## src/rtl/core/json_string_unescape_utf8_macros.svh

```systemverilog
// Assertion macros shared by the unescaper RTL.
// Expects signals clk and rst_n in the scope of each use.
`ifndef JSON_STRING_UNESCAPE_UTF8_MACROS_SVH
`define JSON_STRING_UNESCAPE_UTF8_MACROS_SVH

// Same-cycle implication, checked out of reset.
`define JSU_ASSERT_IMPL(lbl, ante, cons, msg) \
    lbl: assert property (@(posedge clk) disable iff (!rst_n) (ante) |-> (cons)) \
        else $error(msg);

// Next-cycle implication, checked out of reset.
`define JSU_ASSERT_NEXT(lbl, ante, cons, msg) \
    lbl: assert property (@(posedge clk) disable iff (!rst_n) (ante) |=> (cons)) \
        else $error(msg);

`endif

```

## src/rtl/core/jsu_pkg.sv

```systemverilog
// Package for the JSON string unescaper: payload types, character codes,
// queue sizing and the hex / UTF-8 helper functions. No dependencies.
`timescale 1ns / 1ps
`default_nettype none

package jsu_pkg;

    // Characters of the escape syntax
    localparam logic [7:0] CH_BSLASH = 8'h5C;
    localparam logic [7:0] CH_QUOTE  = 8'h22;
    localparam logic [7:0] CH_SLASH  = 8'h2F;
    localparam logic [7:0] CH_LB     = 8'h62;
    localparam logic [7:0] CH_LF     = 8'h66;
    localparam logic [7:0] CH_LN     = 8'h6E;
    localparam logic [7:0] CH_LR     = 8'h72;
    localparam logic [7:0] CH_LT     = 8'h74;
    localparam logic [7:0] CH_LU     = 8'h75;
    localparam logic [7:0] CH_D0     = 8'h30;
    localparam logic [7:0] CH_D9     = 8'h39;
    localparam logic [7:0] CH_LA     = 8'h61;
    localparam logic [7:0] CH_UA     = 8'h41;
    localparam logic [7:0] CH_UF     = 8'h46;
    localparam logic [7:0] HEX_TEN   = 8'd10;

    // Control codes produced by the short escapes
    localparam logic [7:0] CODE_BS = 8'h08;
    localparam logic [7:0] CODE_FF = 8'h0C;
    localparam logic [7:0] CODE_LF = 8'h0A;
    localparam logic [7:0] CODE_CR = 8'h0D;
    localparam logic [7:0] CODE_HT = 8'h09;

    localparam int MAX_RUN     = 6;
    localparam int RUN_CNT_W   = $clog2(MAX_RUN + 1);
    localparam int QUEUE_DEPTH = 4;
    localparam int QPTR_W      = $clog2(QUEUE_DEPTH);
    localparam int QCNT_W      = $clog2(QUEUE_DEPTH + 1);

    typedef struct packed {
        logic [7:0] in_byte;
        logic       in_string_end;
    } in_item_t;

    typedef struct packed {
        logic [7:0] out_byte;
        logic       out_byte_valid;
        logic       out_run_last;
        logic       out_string_end;
    } out_item_t;

    // All bytes one input item causes, plus its string end flag
    typedef struct packed {
        logic [MAX_RUN-1:0][7:0] bytes;
        logic [RUN_CNT_W-1:0]    count;
        logic                    str_end;
    } run_t;

    typedef struct packed {
        logic full;
        logic empty;
    } q_stat_t;

    typedef struct packed {
        logic       ok;
        logic [3:0] val;
    } hex_t;

    typedef struct packed {
        logic [2:0][7:0] b;
        logic [1:0]      len;
    } utf8_t;

    function automatic hex_t hex_decode(input logic [7:0] c);
        hex_t r;
        r.ok  = 1'b1;
        r.val = 4'd0;
        if (c >= CH_D0 && c <= CH_D9) begin
            r.val = 4'(c - CH_D0);
        end else if (c >= CH_LA && c <= CH_LF) begin
            r.val = 4'(c - CH_LA + HEX_TEN);
        end else if (c >= CH_UA && c <= CH_UF) begin
            r.val = 4'(c - CH_UA + HEX_TEN);
        end else begin
            r.ok = 1'b0;
        end
        return r;
    endfunction

    // Surrogate codes give an empty sequence
    function automatic utf8_t utf8_encode(input logic [15:0] cp);
        utf8_t r;
        r = '0;
        if (cp >= 16'hD800 && cp <= 16'hDFFF) begin
            r.len = 2'd0;
        end else if (cp < 16'h0080) begin
            r.len  = 2'd1;
            r.b[0] = cp[7:0];
        end else if (cp < 16'h0800) begin
            r.len  = 2'd2;
            r.b[0] = {3'b110, cp[10:6]};
            r.b[1] = {2'b10, cp[5:0]};
        end else begin
            r.len  = 2'd3;
            r.b[0] = {4'b1110, cp[15:12]};
            r.b[1] = {2'b10, cp[11:6]};
            r.b[2] = {2'b10, cp[5:0]};
        end
        return r;
    endfunction

endpackage

`default_nettype wire

```

## src/rtl/core/json_string_unescape_utf8.sv

```systemverilog
// Top level of the JSON string unescaper with UTF-8 output.
// Instantiates jsu_front, jsu_queue and jsu_back; uses jsu_pkg and the macro header.
//
//   channel  | handshake                  | payload
//   ---------+----------------------------+----------------------------------
//   item     | item_valid / item_stall    | in_item_t: escaped byte, end flag
//   result   | result_valid / result_stall| out_item_t: decoded byte, flags
//
// The front takes one byte per cycle while the queue is not full; the back end
// sends one result per cycle unless stalled; a bare end marker gives one result.
// An item's first result passes through its queue entry, then the output register.
// A four-entry run queue sits between them; item_stall rises only when it is full.
// Reset clears the escape phase, the queue and the output valid; no clearing pass.
`timescale 1ns / 1ps
`default_nettype none
`include "json_string_unescape_utf8_macros.svh"

module json_string_unescape_utf8
    import jsu_pkg::*;
(
    input  logic      clk,
    input  logic      rst_n,
    input  logic      item_valid,
    output logic      item_stall,
    input  in_item_t  item,
    output logic      result_valid,
    input  logic      result_stall,
    output out_item_t result
);

    q_stat_t q_stat;
    logic    q_push;
    logic    q_pop;
    run_t    q_data;
    run_t    q_head;

    jsu_front u_front (
        .clk        (clk),
        .rst_n      (rst_n),
        .item_valid (item_valid),
        .item_stall (item_stall),
        .item       (item),
        .q_stat     (q_stat),
        .q_push     (q_push),
        .q_data     (q_data)
    );

    jsu_queue u_queue (
        .clk       (clk),
        .rst_n     (rst_n),
        .push      (q_push),
        .push_data (q_data),
        .pop       (q_pop),
        .head      (q_head),
        .q_stat    (q_stat)
    );

    jsu_back u_back (
        .clk          (clk),
        .rst_n        (rst_n),
        .q_stat       (q_stat),
        .head         (q_head),
        .q_pop        (q_pop),
        .result_valid (result_valid),
        .result_stall (result_stall),
        .result       (result)
    );

    `JSU_ASSERT_IMPL(a_no_push_full, q_push, !q_stat.full, "run pushed into full queue")
    `JSU_ASSERT_IMPL(a_no_pop_empty, q_pop, !q_stat.empty, "run popped from empty queue")
    `JSU_ASSERT_IMPL(a_bare_marker, result_valid && !result.out_byte_valid, result.out_run_last && result.out_string_end, "bare marker must close the string")
    `JSU_ASSERT_NEXT(a_pop_shows_last, q_pop, result_valid && result.out_run_last, "retired run left no last result")

endmodule

`default_nettype wire

```

## src/rtl/core/jsu_front.sv

```systemverilog
// Front end of the unescaper: takes one input byte per transaction, runs the
// escape state machine and pushes the decoded bytes as one run. Uses jsu_pkg.
`timescale 1ns / 1ps
`default_nettype none

module jsu_front
    import jsu_pkg::*;
(
    input  logic     clk,
    input  logic     rst_n,
    input  logic     item_valid,
    output logic     item_stall,
    input  in_item_t item,
    input  q_stat_t  q_stat,
    output logic     q_push,
    output run_t     q_data
);

    typedef enum logic [2:0] {
        PH_IDLE = 3'd0,
        PH_ESC  = 3'd1,
        PH_U    = 3'd2,
        PH_HEX1 = 3'd3,
        PH_HEX2 = 3'd4,
        PH_HEX3 = 3'd5
    } phase_t;

    phase_t          phase_reg, phase_next;
    logic [2:0][7:0] held_reg, held_next;

    logic [MAX_RUN-1:0][7:0] ebuf;
    logic [RUN_CNT_W-1:0]    ecnt;
    logic                    accept;
    hex_t                    hx, h0, h1, h2;
    utf8_t                   enc;
    logic [15:0]             cp;
    logic [1:0]              nheld;

    function automatic logic [1:0] held_count(input phase_t p);
        case (p)
            PH_HEX1: return 2'd1;
            PH_HEX2: return 2'd2;
            PH_HEX3: return 2'd3;
            default: return 2'd0;
        endcase
    endfunction

    function automatic logic in_unicode(input phase_t p);
        return (p == PH_U) || (p == PH_HEX1) || (p == PH_HEX2) || (p == PH_HEX3);
    endfunction

    assign accept     = item_valid && !item_stall;
    assign item_stall = q_stat.full;

    always_comb
    begin
        phase_next = phase_reg;
        held_next  = held_reg;
        ebuf       = '0;
        ecnt       = '0;
        hx         = hex_decode(item.in_byte);
        h0         = hex_decode(held_reg[0]);
        h1         = hex_decode(held_reg[1]);
        h2         = hex_decode(held_reg[2]);
        cp         = {h0.val, h1.val, h2.val, hx.val};
        enc        = utf8_encode(cp);
        nheld      = '0;

        case (phase_reg)
            PH_IDLE:
            begin
                if (item.in_byte == CH_BSLASH) begin
                    phase_next = PH_ESC;
                end else begin
                    ebuf[ecnt] = item.in_byte;
                    ecnt       = ecnt + 1'b1;
                end
            end
            PH_ESC:
            begin
                phase_next = PH_IDLE;
                case (item.in_byte)
                    CH_LB:     begin ebuf[ecnt] = CODE_BS; ecnt = ecnt + 1'b1; end
                    CH_LF:     begin ebuf[ecnt] = CODE_FF; ecnt = ecnt + 1'b1; end
                    CH_LN:     begin ebuf[ecnt] = CODE_LF; ecnt = ecnt + 1'b1; end
                    CH_LR:     begin ebuf[ecnt] = CODE_CR; ecnt = ecnt + 1'b1; end
                    CH_LT:     begin ebuf[ecnt] = CODE_HT; ecnt = ecnt + 1'b1; end
                    CH_SLASH,
                    CH_QUOTE,
                    CH_BSLASH: begin ebuf[ecnt] = item.in_byte; ecnt = ecnt + 1'b1; end
                    CH_LU:     phase_next = PH_U;
                    default:
                    begin
                        // unknown escape: backslash, then the byte as is
                        ebuf[ecnt] = CH_BSLASH;
                        ecnt       = ecnt + 1'b1;
                        ebuf[ecnt] = item.in_byte;
                        ecnt       = ecnt + 1'b1;
                    end
                endcase
            end
            PH_U, PH_HEX1, PH_HEX2, PH_HEX3:
            begin
                if (hx.ok) begin
                    case (phase_reg)
                        PH_U:
                        begin
                            held_next[0] = item.in_byte;
                            phase_next   = PH_HEX1;
                        end
                        PH_HEX1:
                        begin
                            held_next[1] = item.in_byte;
                            phase_next   = PH_HEX2;
                        end
                        PH_HEX2:
                        begin
                            held_next[2] = item.in_byte;
                            phase_next   = PH_HEX3;
                        end
                        default:
                        begin
                            phase_next = PH_IDLE;
                            for (int k = 0; k < 3; k++) begin
                                if (2'(k) < enc.len) begin
                                    ebuf[ecnt] = enc.b[k];
                                    ecnt       = ecnt + 1'b1;
                                end
                            end
                        end
                    endcase
                end else begin
                    // broken \u: replay it literally, then take the byte afresh
                    nheld      = held_count(phase_reg);
                    ebuf[ecnt] = CH_BSLASH;
                    ecnt       = ecnt + 1'b1;
                    ebuf[ecnt] = CH_LU;
                    ecnt       = ecnt + 1'b1;
                    for (int k = 0; k < 3; k++) begin
                        if (2'(k) < nheld) begin
                            ebuf[ecnt] = held_reg[k];
                            ecnt       = ecnt + 1'b1;
                        end
                    end
                    if (item.in_byte == CH_BSLASH) begin
                        phase_next = PH_ESC;
                    end else begin
                        phase_next = PH_IDLE;
                        ebuf[ecnt] = item.in_byte;
                        ecnt       = ecnt + 1'b1;
                    end
                end
            end
            default:
            begin
                phase_next = PH_IDLE;
            end
        endcase

        // string end: flush whatever escape is still open
        if (item.in_string_end) begin
            nheld = held_count(phase_next);
            if (phase_next != PH_IDLE) begin
                ebuf[ecnt] = CH_BSLASH;
                ecnt       = ecnt + 1'b1;
            end
            if (in_unicode(phase_next)) begin
                ebuf[ecnt] = CH_LU;
                ecnt       = ecnt + 1'b1;
            end
            for (int k = 0; k < 3; k++) begin
                if (2'(k) < nheld) begin
                    ebuf[ecnt] = held_next[k];
                    ecnt       = ecnt + 1'b1;
                end
            end
            phase_next = PH_IDLE;
        end
    end

    assign q_push         = accept && ((ecnt != '0) || item.in_string_end);
    assign q_data.bytes   = ebuf;
    assign q_data.count   = ecnt;
    assign q_data.str_end = item.in_string_end;

    always_ff @(posedge clk or negedge rst_n)
    begin
        if (!rst_n) begin
            phase_reg <= PH_IDLE;
            held_reg  <= '0;
        end else if (accept) begin
            phase_reg <= phase_next;
            held_reg  <= held_next;
        end
    end

endmodule

`default_nettype wire

```

## src/rtl/core/jsu_queue.sv

```systemverilog
// Run queue between front and back end of the unescaper.
// Small register FIFO of run_t entries; uses jsu_pkg.
`timescale 1ns / 1ps
`default_nettype none

module jsu_queue
    import jsu_pkg::*;
(
    input  logic    clk,
    input  logic    rst_n,
    input  logic    push,
    input  run_t    push_data,
    input  logic    pop,
    output run_t    head,
    output q_stat_t q_stat
);

    run_t              mem_reg [QUEUE_DEPTH];
    logic [QPTR_W-1:0] wr_ptr_reg, wr_ptr_next;
    logic [QPTR_W-1:0] rd_ptr_reg, rd_ptr_next;
    logic [QCNT_W-1:0] cnt_reg, cnt_next;

    localparam logic [QPTR_W-1:0] PTR_LAST = QPTR_W'(QUEUE_DEPTH - 1);
    localparam logic [QCNT_W-1:0] CNT_FULL = QCNT_W'(QUEUE_DEPTH);

    assign head         = mem_reg[rd_ptr_reg];
    assign q_stat.full  = (cnt_reg == CNT_FULL);
    assign q_stat.empty = (cnt_reg == '0);

    always_comb
    begin
        wr_ptr_next = wr_ptr_reg;
        rd_ptr_next = rd_ptr_reg;
        cnt_next    = cnt_reg;
        if (push) begin
            wr_ptr_next = (wr_ptr_reg == PTR_LAST) ? '0 : wr_ptr_reg + 1'b1;
        end
        if (pop) begin
            rd_ptr_next = (rd_ptr_reg == PTR_LAST) ? '0 : rd_ptr_reg + 1'b1;
        end
        case ({push, pop})
            2'b10:   cnt_next = cnt_reg + 1'b1;
            2'b01:   cnt_next = cnt_reg - 1'b1;
            default: cnt_next = cnt_reg;
        endcase
    end

    always_ff @(posedge clk or negedge rst_n)
    begin
        if (!rst_n) begin
            wr_ptr_reg <= '0;
            rd_ptr_reg <= '0;
            cnt_reg    <= '0;
        end else begin
            wr_ptr_reg <= wr_ptr_next;
            rd_ptr_reg <= rd_ptr_next;
            cnt_reg    <= cnt_next;
        end
    end

    always_ff @(posedge clk)
    begin
        if (push) begin
            mem_reg[wr_ptr_reg] <= push_data;
        end
    end

endmodule

`default_nettype wire

```

## src/rtl/core/jsu_back.sv

```systemverilog
// Back end of the unescaper: walks the head run one byte per cycle, while the
// output is not stalled, into the output register, marks run and string ends. Uses jsu_pkg.
`timescale 1ns / 1ps
`default_nettype none

module jsu_back
    import jsu_pkg::*;
(
    input  logic      clk,
    input  logic      rst_n,
    input  q_stat_t   q_stat,
    input  run_t      head,
    output logic      q_pop,
    output logic      result_valid,
    input  logic      result_stall,
    output out_item_t result
);

    logic [RUN_CNT_W-1:0] idx_reg, idx_next;
    logic                 out_valid_reg, out_valid_next;
    out_item_t            out_reg, out_next;
    logic                 load;
    logic                 have;
    logic                 last;

    assign have = !q_stat.empty;
    assign load = !out_valid_reg || !result_stall;
    assign last = (head.count == '0) || (idx_reg == head.count - 1'b1);

    always_comb
    begin
        idx_next       = idx_reg;
        out_valid_next = out_valid_reg;
        out_next       = out_reg;
        q_pop          = 1'b0;
        if (load) begin
            out_valid_next = have;
            if (have) begin
                out_next.out_byte       = (head.count == '0) ? 8'h00 : head.bytes[idx_reg];
                out_next.out_byte_valid = (head.count != '0);
                out_next.out_run_last   = last;
                out_next.out_string_end = last && head.str_end;
                // retire the run after its last byte
                if (last) begin
                    q_pop    = 1'b1;
                    idx_next = '0;
                end else begin
                    idx_next = idx_reg + 1'b1;
                end
            end
        end
    end

    always_ff @(posedge clk or negedge rst_n)
    begin
        if (!rst_n) begin
            idx_reg       <= '0;
            out_valid_reg <= 1'b0;
        end else begin
            idx_reg       <= idx_next;
            out_valid_reg <= out_valid_next;
        end
    end

    always_ff @(posedge clk)
    begin
        out_reg <= out_next;
    end

    assign result_valid = out_valid_reg;
    assign result       = out_reg;

endmodule

`default_nettype wire
```

## config.mk

```make
export PLATFORM = sky130hd
export DESIGN_NAME = json_string_unescape_utf8
export DESIGN_NICKNAME = d
export VERILOG_FILES = /design/src/rtl/core/jsu_pkg.sv /design/src/rtl/core/json_string_unescape_utf8.sv /design/src/rtl/core/jsu_front.sv /design/src/rtl/core/jsu_queue.sv /design/src/rtl/core/jsu_back.sv
export VERILOG_INCLUDE_DIRS = /design/src /design/src/rtl/core
export SDC_FILE = /design/constraint.sdc
export NUM_CORES = 1
export LEC_CHECK = 0
export BUFFER_PORTS_ARGS = -buffer_cell sky130_fd_sc_hd__buf_2
export CAP_MARGIN = 20
export CORE_MARGIN = 3
export CORE_UTILIZATION = 53
export DETAILED_ROUTE_END_ITERATION = 12
export GPL_TIMING_DRIVEN = 1
export PLACE_DENSITY = 0.69
export SLEW_MARGIN = 25
export SYNTH_ARGS = -nofsm -noshare
export SYNTH_HDL_FRONTEND = slang
export SYNTH_SLANG_ARGS = --single-unit
```

## constraint.sdc

```tcl
create_clock -name clk -period 9.4 [get_ports clk]
set_input_delay 1.41 -clock clk [delete_from_list [all_inputs] [get_ports clk]]
set_output_delay 1.41 -clock clk [all_outputs]
set_load 0.03 [all_outputs]
```

# Word level (Yosys, flattened, before mapping)
# Memory sizes are Yosys's and may differ from the RTL's.
# Index checks and enable logic that the tools add are counted.
[op_classes]
magnitude_cmp = 58
bitwise_logic = 7
eq_ne = 24
n_addsub = 36
n_mux = 148
n_reduce_logical = 49
[op_table]
columns = ["operator", "n"]
rows = [
  ["$mux W48", 24],
  ["$bwmux W48", 8],
  ["$demux W8 S3", 10],
  ["$mux W8", 24],
  ["$mux W3", 33],
  ["$mux W24", 3],
  ["$ge A8 B7 Y1 const B", 8],
  ["$le A8 B7 Y1 const B", 8],
  ["$eq A8 B7 Y1 const B", 7],
  ["$pmux W8 S7", 1],
  ["$mux W4", 12],
  ["$sub A4 B1 Y4 const B", 12],
  ["$lt A3 B4 Y1 const B", 11],
  ["$add A3 B1 Y3 const B", 12],
  ["$add A4 B4 Y4 const B", 8],
  ["$ge A8 B6 Y1 const B", 4],
  ["$le A8 B6 Y1 const B", 4],
  ["$mux W16", 2],
  ["$mux W32", 1],
  ["$ge A3 B1 Y1 const B", 10],
  ["$or A30 B30 Y30", 1],
  ["$pmux W3 S3", 3],
  ["$logic_and A1 B1 Y1", 26],
  ["$and A24 B24 Y24", 1],
  ["39 further kinds", 89],
]
[word_totals]
register_bits = 49
n_memories = 1
out_inout_bits = 13
ramBits = 208
input_bits = 13
[memory_table]
columns = ["memory", "depth", "word_bits", "read_ports", "rd_ports_with_merged_regs", "write_ports", "line_no", "source"]
rows = [
  ["u_queue.mem_reg", 4, 52, 1, 0, 1, "jsu_queue.sv:18", "run_t mem_reg [QUEUE_DEPTH];"],
]

# Depth between registers and ports, before layout
[logic_depth]
ltp_word = 44
ltp_mapped = 33
depth_no_buf = 29

# By module
# A second synthesis with hierarchy kept.
[hier_totals]
hier_cells = 1402
hier_area_um2 = 15595.0
[by_module_without_submodules]
columns = ["mod", "area_each_um2", "cells_per_inst", "seq_area_each_um2", "instances"]
rows = [
  ["jsu_queue", 7988.9, 310, 6421.2, 1],
  ["jsu_front", 6585.1, 1010, 675.6, 1],
  ["jsu_back", 1021.0, 82, 430.4, 1],
]

# Least setup slack after synthesis
# OpenSTA, ideal clock, no wires.
[synth_timing]
path_kind = "input to register"
startpoint = "input port item[2] (netlist bit)"
endpoint = "memory u_queue.mem_reg[0][11] (netlist bit), data pin"
arrival_time_ns = 7.375
setup_ns = 0.269
slack_ns = 1.756
stages = 29
path_cell_list = "clkbuf_1 > inv_1 > ha_1 > and3_1 > o311ai_0 > a31oi_1 > a211oi_1 > and2_0 > clkbuf_1 > inv_1 > ha_1 > mux2_4 > a21o_1 > ha_1 > nand2_1 > nand2_1 > ha_1 > nor2_1 > nor2_1 > ha_1 > xor2_1 > a22o_1 > a21oi_1 > mux2i_1 > xnor2_2 > or2_1 > buf_2 > and3_1 > a211o_1"
[synth_lines]
columns = ["item", "line_no", "source"]
rows = [
  ["start: declaration", "json_string_unescape_utf8.sv:25", "input in_item_t item,"],
  ["end: declaration", "jsu_queue.sv:18", ""],
]

==> results.yml <==
critical_path:
  r2r.worst_path.cells: 27
  worstSetupStartpointType: "input port"
  worst-endpoint-arrival_ns: 8.39
  reg2reg_slack_ns: 1.31
  timing.critical_path.mode_cell: "sky130_fd_sc_hd__ha_1"
  critical_path.slowest_cell: "sky130_fd_sc_hd__a2111oi_2"
  required_ns: 9.63
  path_class: "input port to flop"
  critical-path-top-delay-family: "compound AO/OA/AOI/OAI gates"
  crit_buf_inv: 5
  worstSetupEndpoint: "u_queue.mem_reg[3][5]$_DFFE_PP_"
  endpoint_kind: "flop"
  reg2reg_from: "u_front.held_reg[16]$_DFFE_PN0P_"
  cpPeakStageDelay_ns: 0.66
  cp_num_cells: 29
  timing.rr.end: "u_queue.mem_reg[3][5]$_DFFE_PP_"
  path_max_fanout: 15
  cp-startpoint: "item[2]"
route:
  detail_route.drc_violations: 0
  route.layer.met1.wl_um: 17900
  firstDrtPassIters: 6
  met2WireLength_um: 19900
  detailroute.wirelength.met3_um: 3960
  drt.antenna.violating_nets: 0
  highest_metal_layer_with_signal_wires: "met4"
  detail_route.wirelength_um: 43500
  drt_iter0_markers: 1518
  route.detailed.wl_per_inst_um: 28.2
  viasPerCell: 6.96
  routed-via-count: 10800
place:
  hpwl_um: 31100
  numPortBuffers: 25
  dpl_worst_slack_ns: 0.867
  place_congestion: 1.06
clock_network:
  clkLatencyLatePin_ns: 0.54
  tritoncts_num_sinks: 257
  cts_inserted_buffers: 27
  clock_tree.htree_level_count: 1
  holdBufCountCts: 0
  post-cts-setup-buffers: 0
  cts_resized: 0
  clock-root-buffer: "sky130_fd_sc_hd__clkbuf_16"
  clkTransAtPathRegs_ns: 0.06
  cts_tree: "built"
  cts_max_path_buffers: 3
synth:
  yosys_register_bits: 257
  synth_top_cells_by_area: "sky130_fd_sc_hd__edfxtp_1 (45%), sky130_fd_sc_hd__mux4_2 (9.3%), sky130_fd_sc_hd__dfrtp_1 (6.6%), sky130_fd_sc_hd__ha_1 (3.0%), sky130_fd_sc_hd__o21ai_0 (2.8%)"
  synth_top_cell_by_area: "sky130_fd_sc_hd__edfxtp_1"
  yosys_most_used_dff: "sky130_fd_sc_hd__edfxtp_1"
  seq_area_frac_synth: 0.521
  synth_nets: 1239
  synth_top_cell_area_share: 0.455
  average_size_of_a_mapped_cell_um2: 12.1
  postSynthCellCount: 1190
  synth.cell_area_um2: 14500
  yosysMostFrequentCell: "sky130_fd_sc_hd__edfxtp_1"
  synth_enable_flop_cells: 219
  synth_warn: 0
  asyncSetResetFlopFracSynth: 0.148
  synth_top_cells_by_count: "sky130_fd_sc_hd__edfxtp_1 (219), sky130_fd_sc_hd__nand2_1 (90), sky130_fd_sc_hd__o21ai_0 (82)"
  netlist-cell-type-count: 90
layout:
  multi_input_area_um2: 6480
  insertedDiodeCount: 0
  n_fill_cell: 2136
  nets: 1239
  layout-drive-gt1-share: 0.168
  largest_register_ffs: 208
  area_growth_synth_to_finish_pct: 8.58
  final-seq-area_um2: 7530
floorplanning:
  floorplan.initialDensity: 0.547
  pin_count: 26
  design.core.area_um2: 26400
  num_rows: 59
  die_area_um2: 29300
  floorplan.die.width_um: 171
  die-height_um: 171
global_route:
  grt.total_usage: 0.301
  vias_in_the_first_global_route: 10300
  grt_first_pass_wirelength_um: 66000
  pin_count_of_the_biggest_net_entering_global_routing: 60
  antenna_found_initial: 0
  grt_remaining_overflow: 0
power:
  power.ir.vdd_worst_v: 0.000127
  p_total_w: 0.00359
  cellPowerDensity_nw_per_um2: 229
  p_leak_nw: 5.57
timing:
  total_count_of_hold_check_failures_in_the_final_report: 0
  clock.fmax_ghz: 0.123
  timing.final.crit_period_ns: 8.16
  fin_ws_ns: 1.24
  timing.final.max_slew_violations: 0
  fin_setup_tns_ns: 0
  final_report_setup_violation_count: 0
  timing.slew.headroom: 0.253
  layout_worst_path_cycle_share: 0.868
  timing_worst_slew_pin_value_ns: 1.11
  final.setup_skew_ns: 0.0200
  rsz0062_at_grt: "no"
flow_run:
  cap_violations: 0
worst_hold_path:
  hold-path-cell-count: 1
  min-delay-path-class: "flop to flop"
run_status:
  status: "finished, final reports clean"
cells by family after synthesis:
family          after synthesis  share of synthesized area
compound gates              339                      0.164
xor+xnor                     18                     0.0142
fa+ha+maj                    36                     0.0317
buf+inv                     117                     0.0318
flops                       257                      0.521
mux                         106                      0.127
simple gates                317                      0.110
how the worst min path moves through the flow:
stage,to,startpoint
floorplan,u_queue.cnt_reg[2]$_DFFE_PN0P_,u_queue.cnt_reg[2]$_DFFE_PN0P_
global placement,u_back.result_valid$_DFFE_PN0P_,u_back.result_valid$_DFFE_PN0P_
detailed placement,u_queue.cnt_reg[2]$_DFFE_PN0P_,u_queue.cnt_reg[2]$_DFFE_PN0P_
CTS,u_queue.cnt_reg[2]$_DFFE_PN0P_,u_queue.cnt_reg[2]$_DFFE_PN0P_
global route,u_queue.cnt_reg[2]$_DFFE_PN0P_,u_queue.cnt_reg[2]$_DFFE_PN0P_
finish,u_queue.cnt_reg[2]$_DFFE_PN0P_,u_queue.cnt_reg[2]$_DFFE_PN0P_
through the flow:
step | std cells | instance area (um^2) | utilization | hold WS (ns)
5_1_grt | 1545 | 15700 | 0.594 | 0.511
2_1_floorplan | 1190 | 14500 | - | 0.464
4_1_cts | 1545 | 15700 | 0.594 | 0.494
6_report | 1545 | 15700 | 0.594 | 0.489
3_5_place_dp | 1496 | 14900 | 0.563 | 0.484
3_3_place_gp | 1496 | 14900 | 0.563 | 0.472
placed cells by master, fill, tap and decap left out, types with 7 or more instances in the layout:
| cell type | Yosys | routed |
|---|---|---|
| sky130_fd_sc_hd__a211o_1 | 7 | 7 |
| sky130_fd_sc_hd__a211oi_1 | 14 | 14 |
| sky130_fd_sc_hd__a21o_1 | 14 | 14 |
| sky130_fd_sc_hd__a21oi_1 | 55 | 55 |
| sky130_fd_sc_hd__a221o_1 | 9 | 9 |
| sky130_fd_sc_hd__a22oi_1 | 27 | 27 |
| sky130_fd_sc_hd__a31oi_1 | 7 | 7 |
| sky130_fd_sc_hd__a32oi_1 | 22 | 22 |
| sky130_fd_sc_hd__and2_1 | 14 | 10 |
| sky130_fd_sc_hd__and3_1 | 10 | 10 |
| sky130_fd_sc_hd__buf_2 | 4 | 24 |
| sky130_fd_sc_hd__buf_4 | 0 | 24 |
| sky130_fd_sc_hd__clkbuf_1 | 63 | 7 |
| sky130_fd_sc_hd__clkbuf_16 | 0 | 27 |
| sky130_fd_sc_hd__clkinv_1 | 3 | 7 |
| sky130_fd_sc_hd__dfrtp_1 | 38 | 36 |
| sky130_fd_sc_hd__edfxtp_1 | 219 | 219 |
| sky130_fd_sc_hd__ha_1 | 35 | 35 |
| sky130_fd_sc_hd__inv_1 | 37 | 37 |
| sky130_fd_sc_hd__mux2_2 | 21 | 21 |
| sky130_fd_sc_hd__mux2i_1 | 24 | 24 |
| sky130_fd_sc_hd__mux4_2 | 60 | 60 |
| sky130_fd_sc_hd__nand2_1 | 90 | 90 |
| sky130_fd_sc_hd__nand2b_1 | 10 | 10 |
| sky130_fd_sc_hd__nand3_1 | 33 | 33 |
| sky130_fd_sc_hd__nor2_1 | 75 | 75 |
| sky130_fd_sc_hd__nor2b_1 | 12 | 12 |
| sky130_fd_sc_hd__nor3_1 | 21 | 21 |
| sky130_fd_sc_hd__o21ai_0 | 82 | 82 |
| sky130_fd_sc_hd__o22ai_1 | 17 | 17 |
| sky130_fd_sc_hd__o31ai_1 | 15 | 15 |
| sky130_fd_sc_hd__xnor2_1 | 9 | 9 |
power breakdown:
part           internal (W)  switching (W)  leakage [nW]
registers           0.00149       0.000124          2.57
clock network      0.000557       0.000426         0.394
logic              0.000456       0.000543          2.60
total               0.00250        0.00109          5.57
layer usage:
| layer | GRT usage | vias to the layer above |
|---|---|---|
| met4 | 0.0990 | 0 |
| met3 | 0.0591 | 129 |
| met2 | 0.474 | 614 |
| li1 | - | 4686 |
| met5 | 0 | - |
| met1 | 0.426 | 5331 |
area by class of cell:
class | count | share of cell area
tap | 335 | 0.0267
clock inverter | 15 | 0.00709
inverter | 40 | 0.00956
clock buffer | 34 | 0.0447
timing repair buffer | 48 | 0.0191
sequential | 257 | 0.480
multi-input combinational | 816 | 0.413
worst register-to-register path: stages (launching register included):
cell and delay [ns]:
sky130_fd_sc_hd__dfrtp_1 0.57, sky130_fd_sc_hd__inv_1 0.23, sky130_fd_sc_hd__ha_1 0.19, sky130_fd_sc_hd__or3b_2 0.44, sky130_fd_sc_hd__nand4_1 0.18, sky130_fd_sc_hd__o21a_1 0.25
sky130_fd_sc_hd__a21boi_0 0.61, sky130_fd_sc_hd__nand2_1 0.57, sky130_fd_sc_hd__a21oi_1 0.36, sky130_fd_sc_hd__inv_1 0.07, sky130_fd_sc_hd__ha_1 0.33, sky130_fd_sc_hd__mux2_4 0.31
sky130_fd_sc_hd__a21o_1 0.19, sky130_fd_sc_hd__ha_1 0.33, sky130_fd_sc_hd__nand2_1 0.10, sky130_fd_sc_hd__nand2_1 0.06, sky130_fd_sc_hd__ha_1 0.36, sky130_fd_sc_hd__nor2_1 0.14
sky130_fd_sc_hd__nor2_1 0.05, sky130_fd_sc_hd__ha_1 0.22, sky130_fd_sc_hd__xor2_1 0.15, sky130_fd_sc_hd__a22o_1 0.18, sky130_fd_sc_hd__a21oi_1 0.33, sky130_fd_sc_hd__mux2i_1 0.19
sky130_fd_sc_hd__xnor2_2 0.32, sky130_fd_sc_hd__or2_1 0.31, sky130_fd_sc_hd__a32oi_1 0.13, sky130_fd_sc_hd__o21ai_0 0.61
Power figures use the tool's default switching activity.
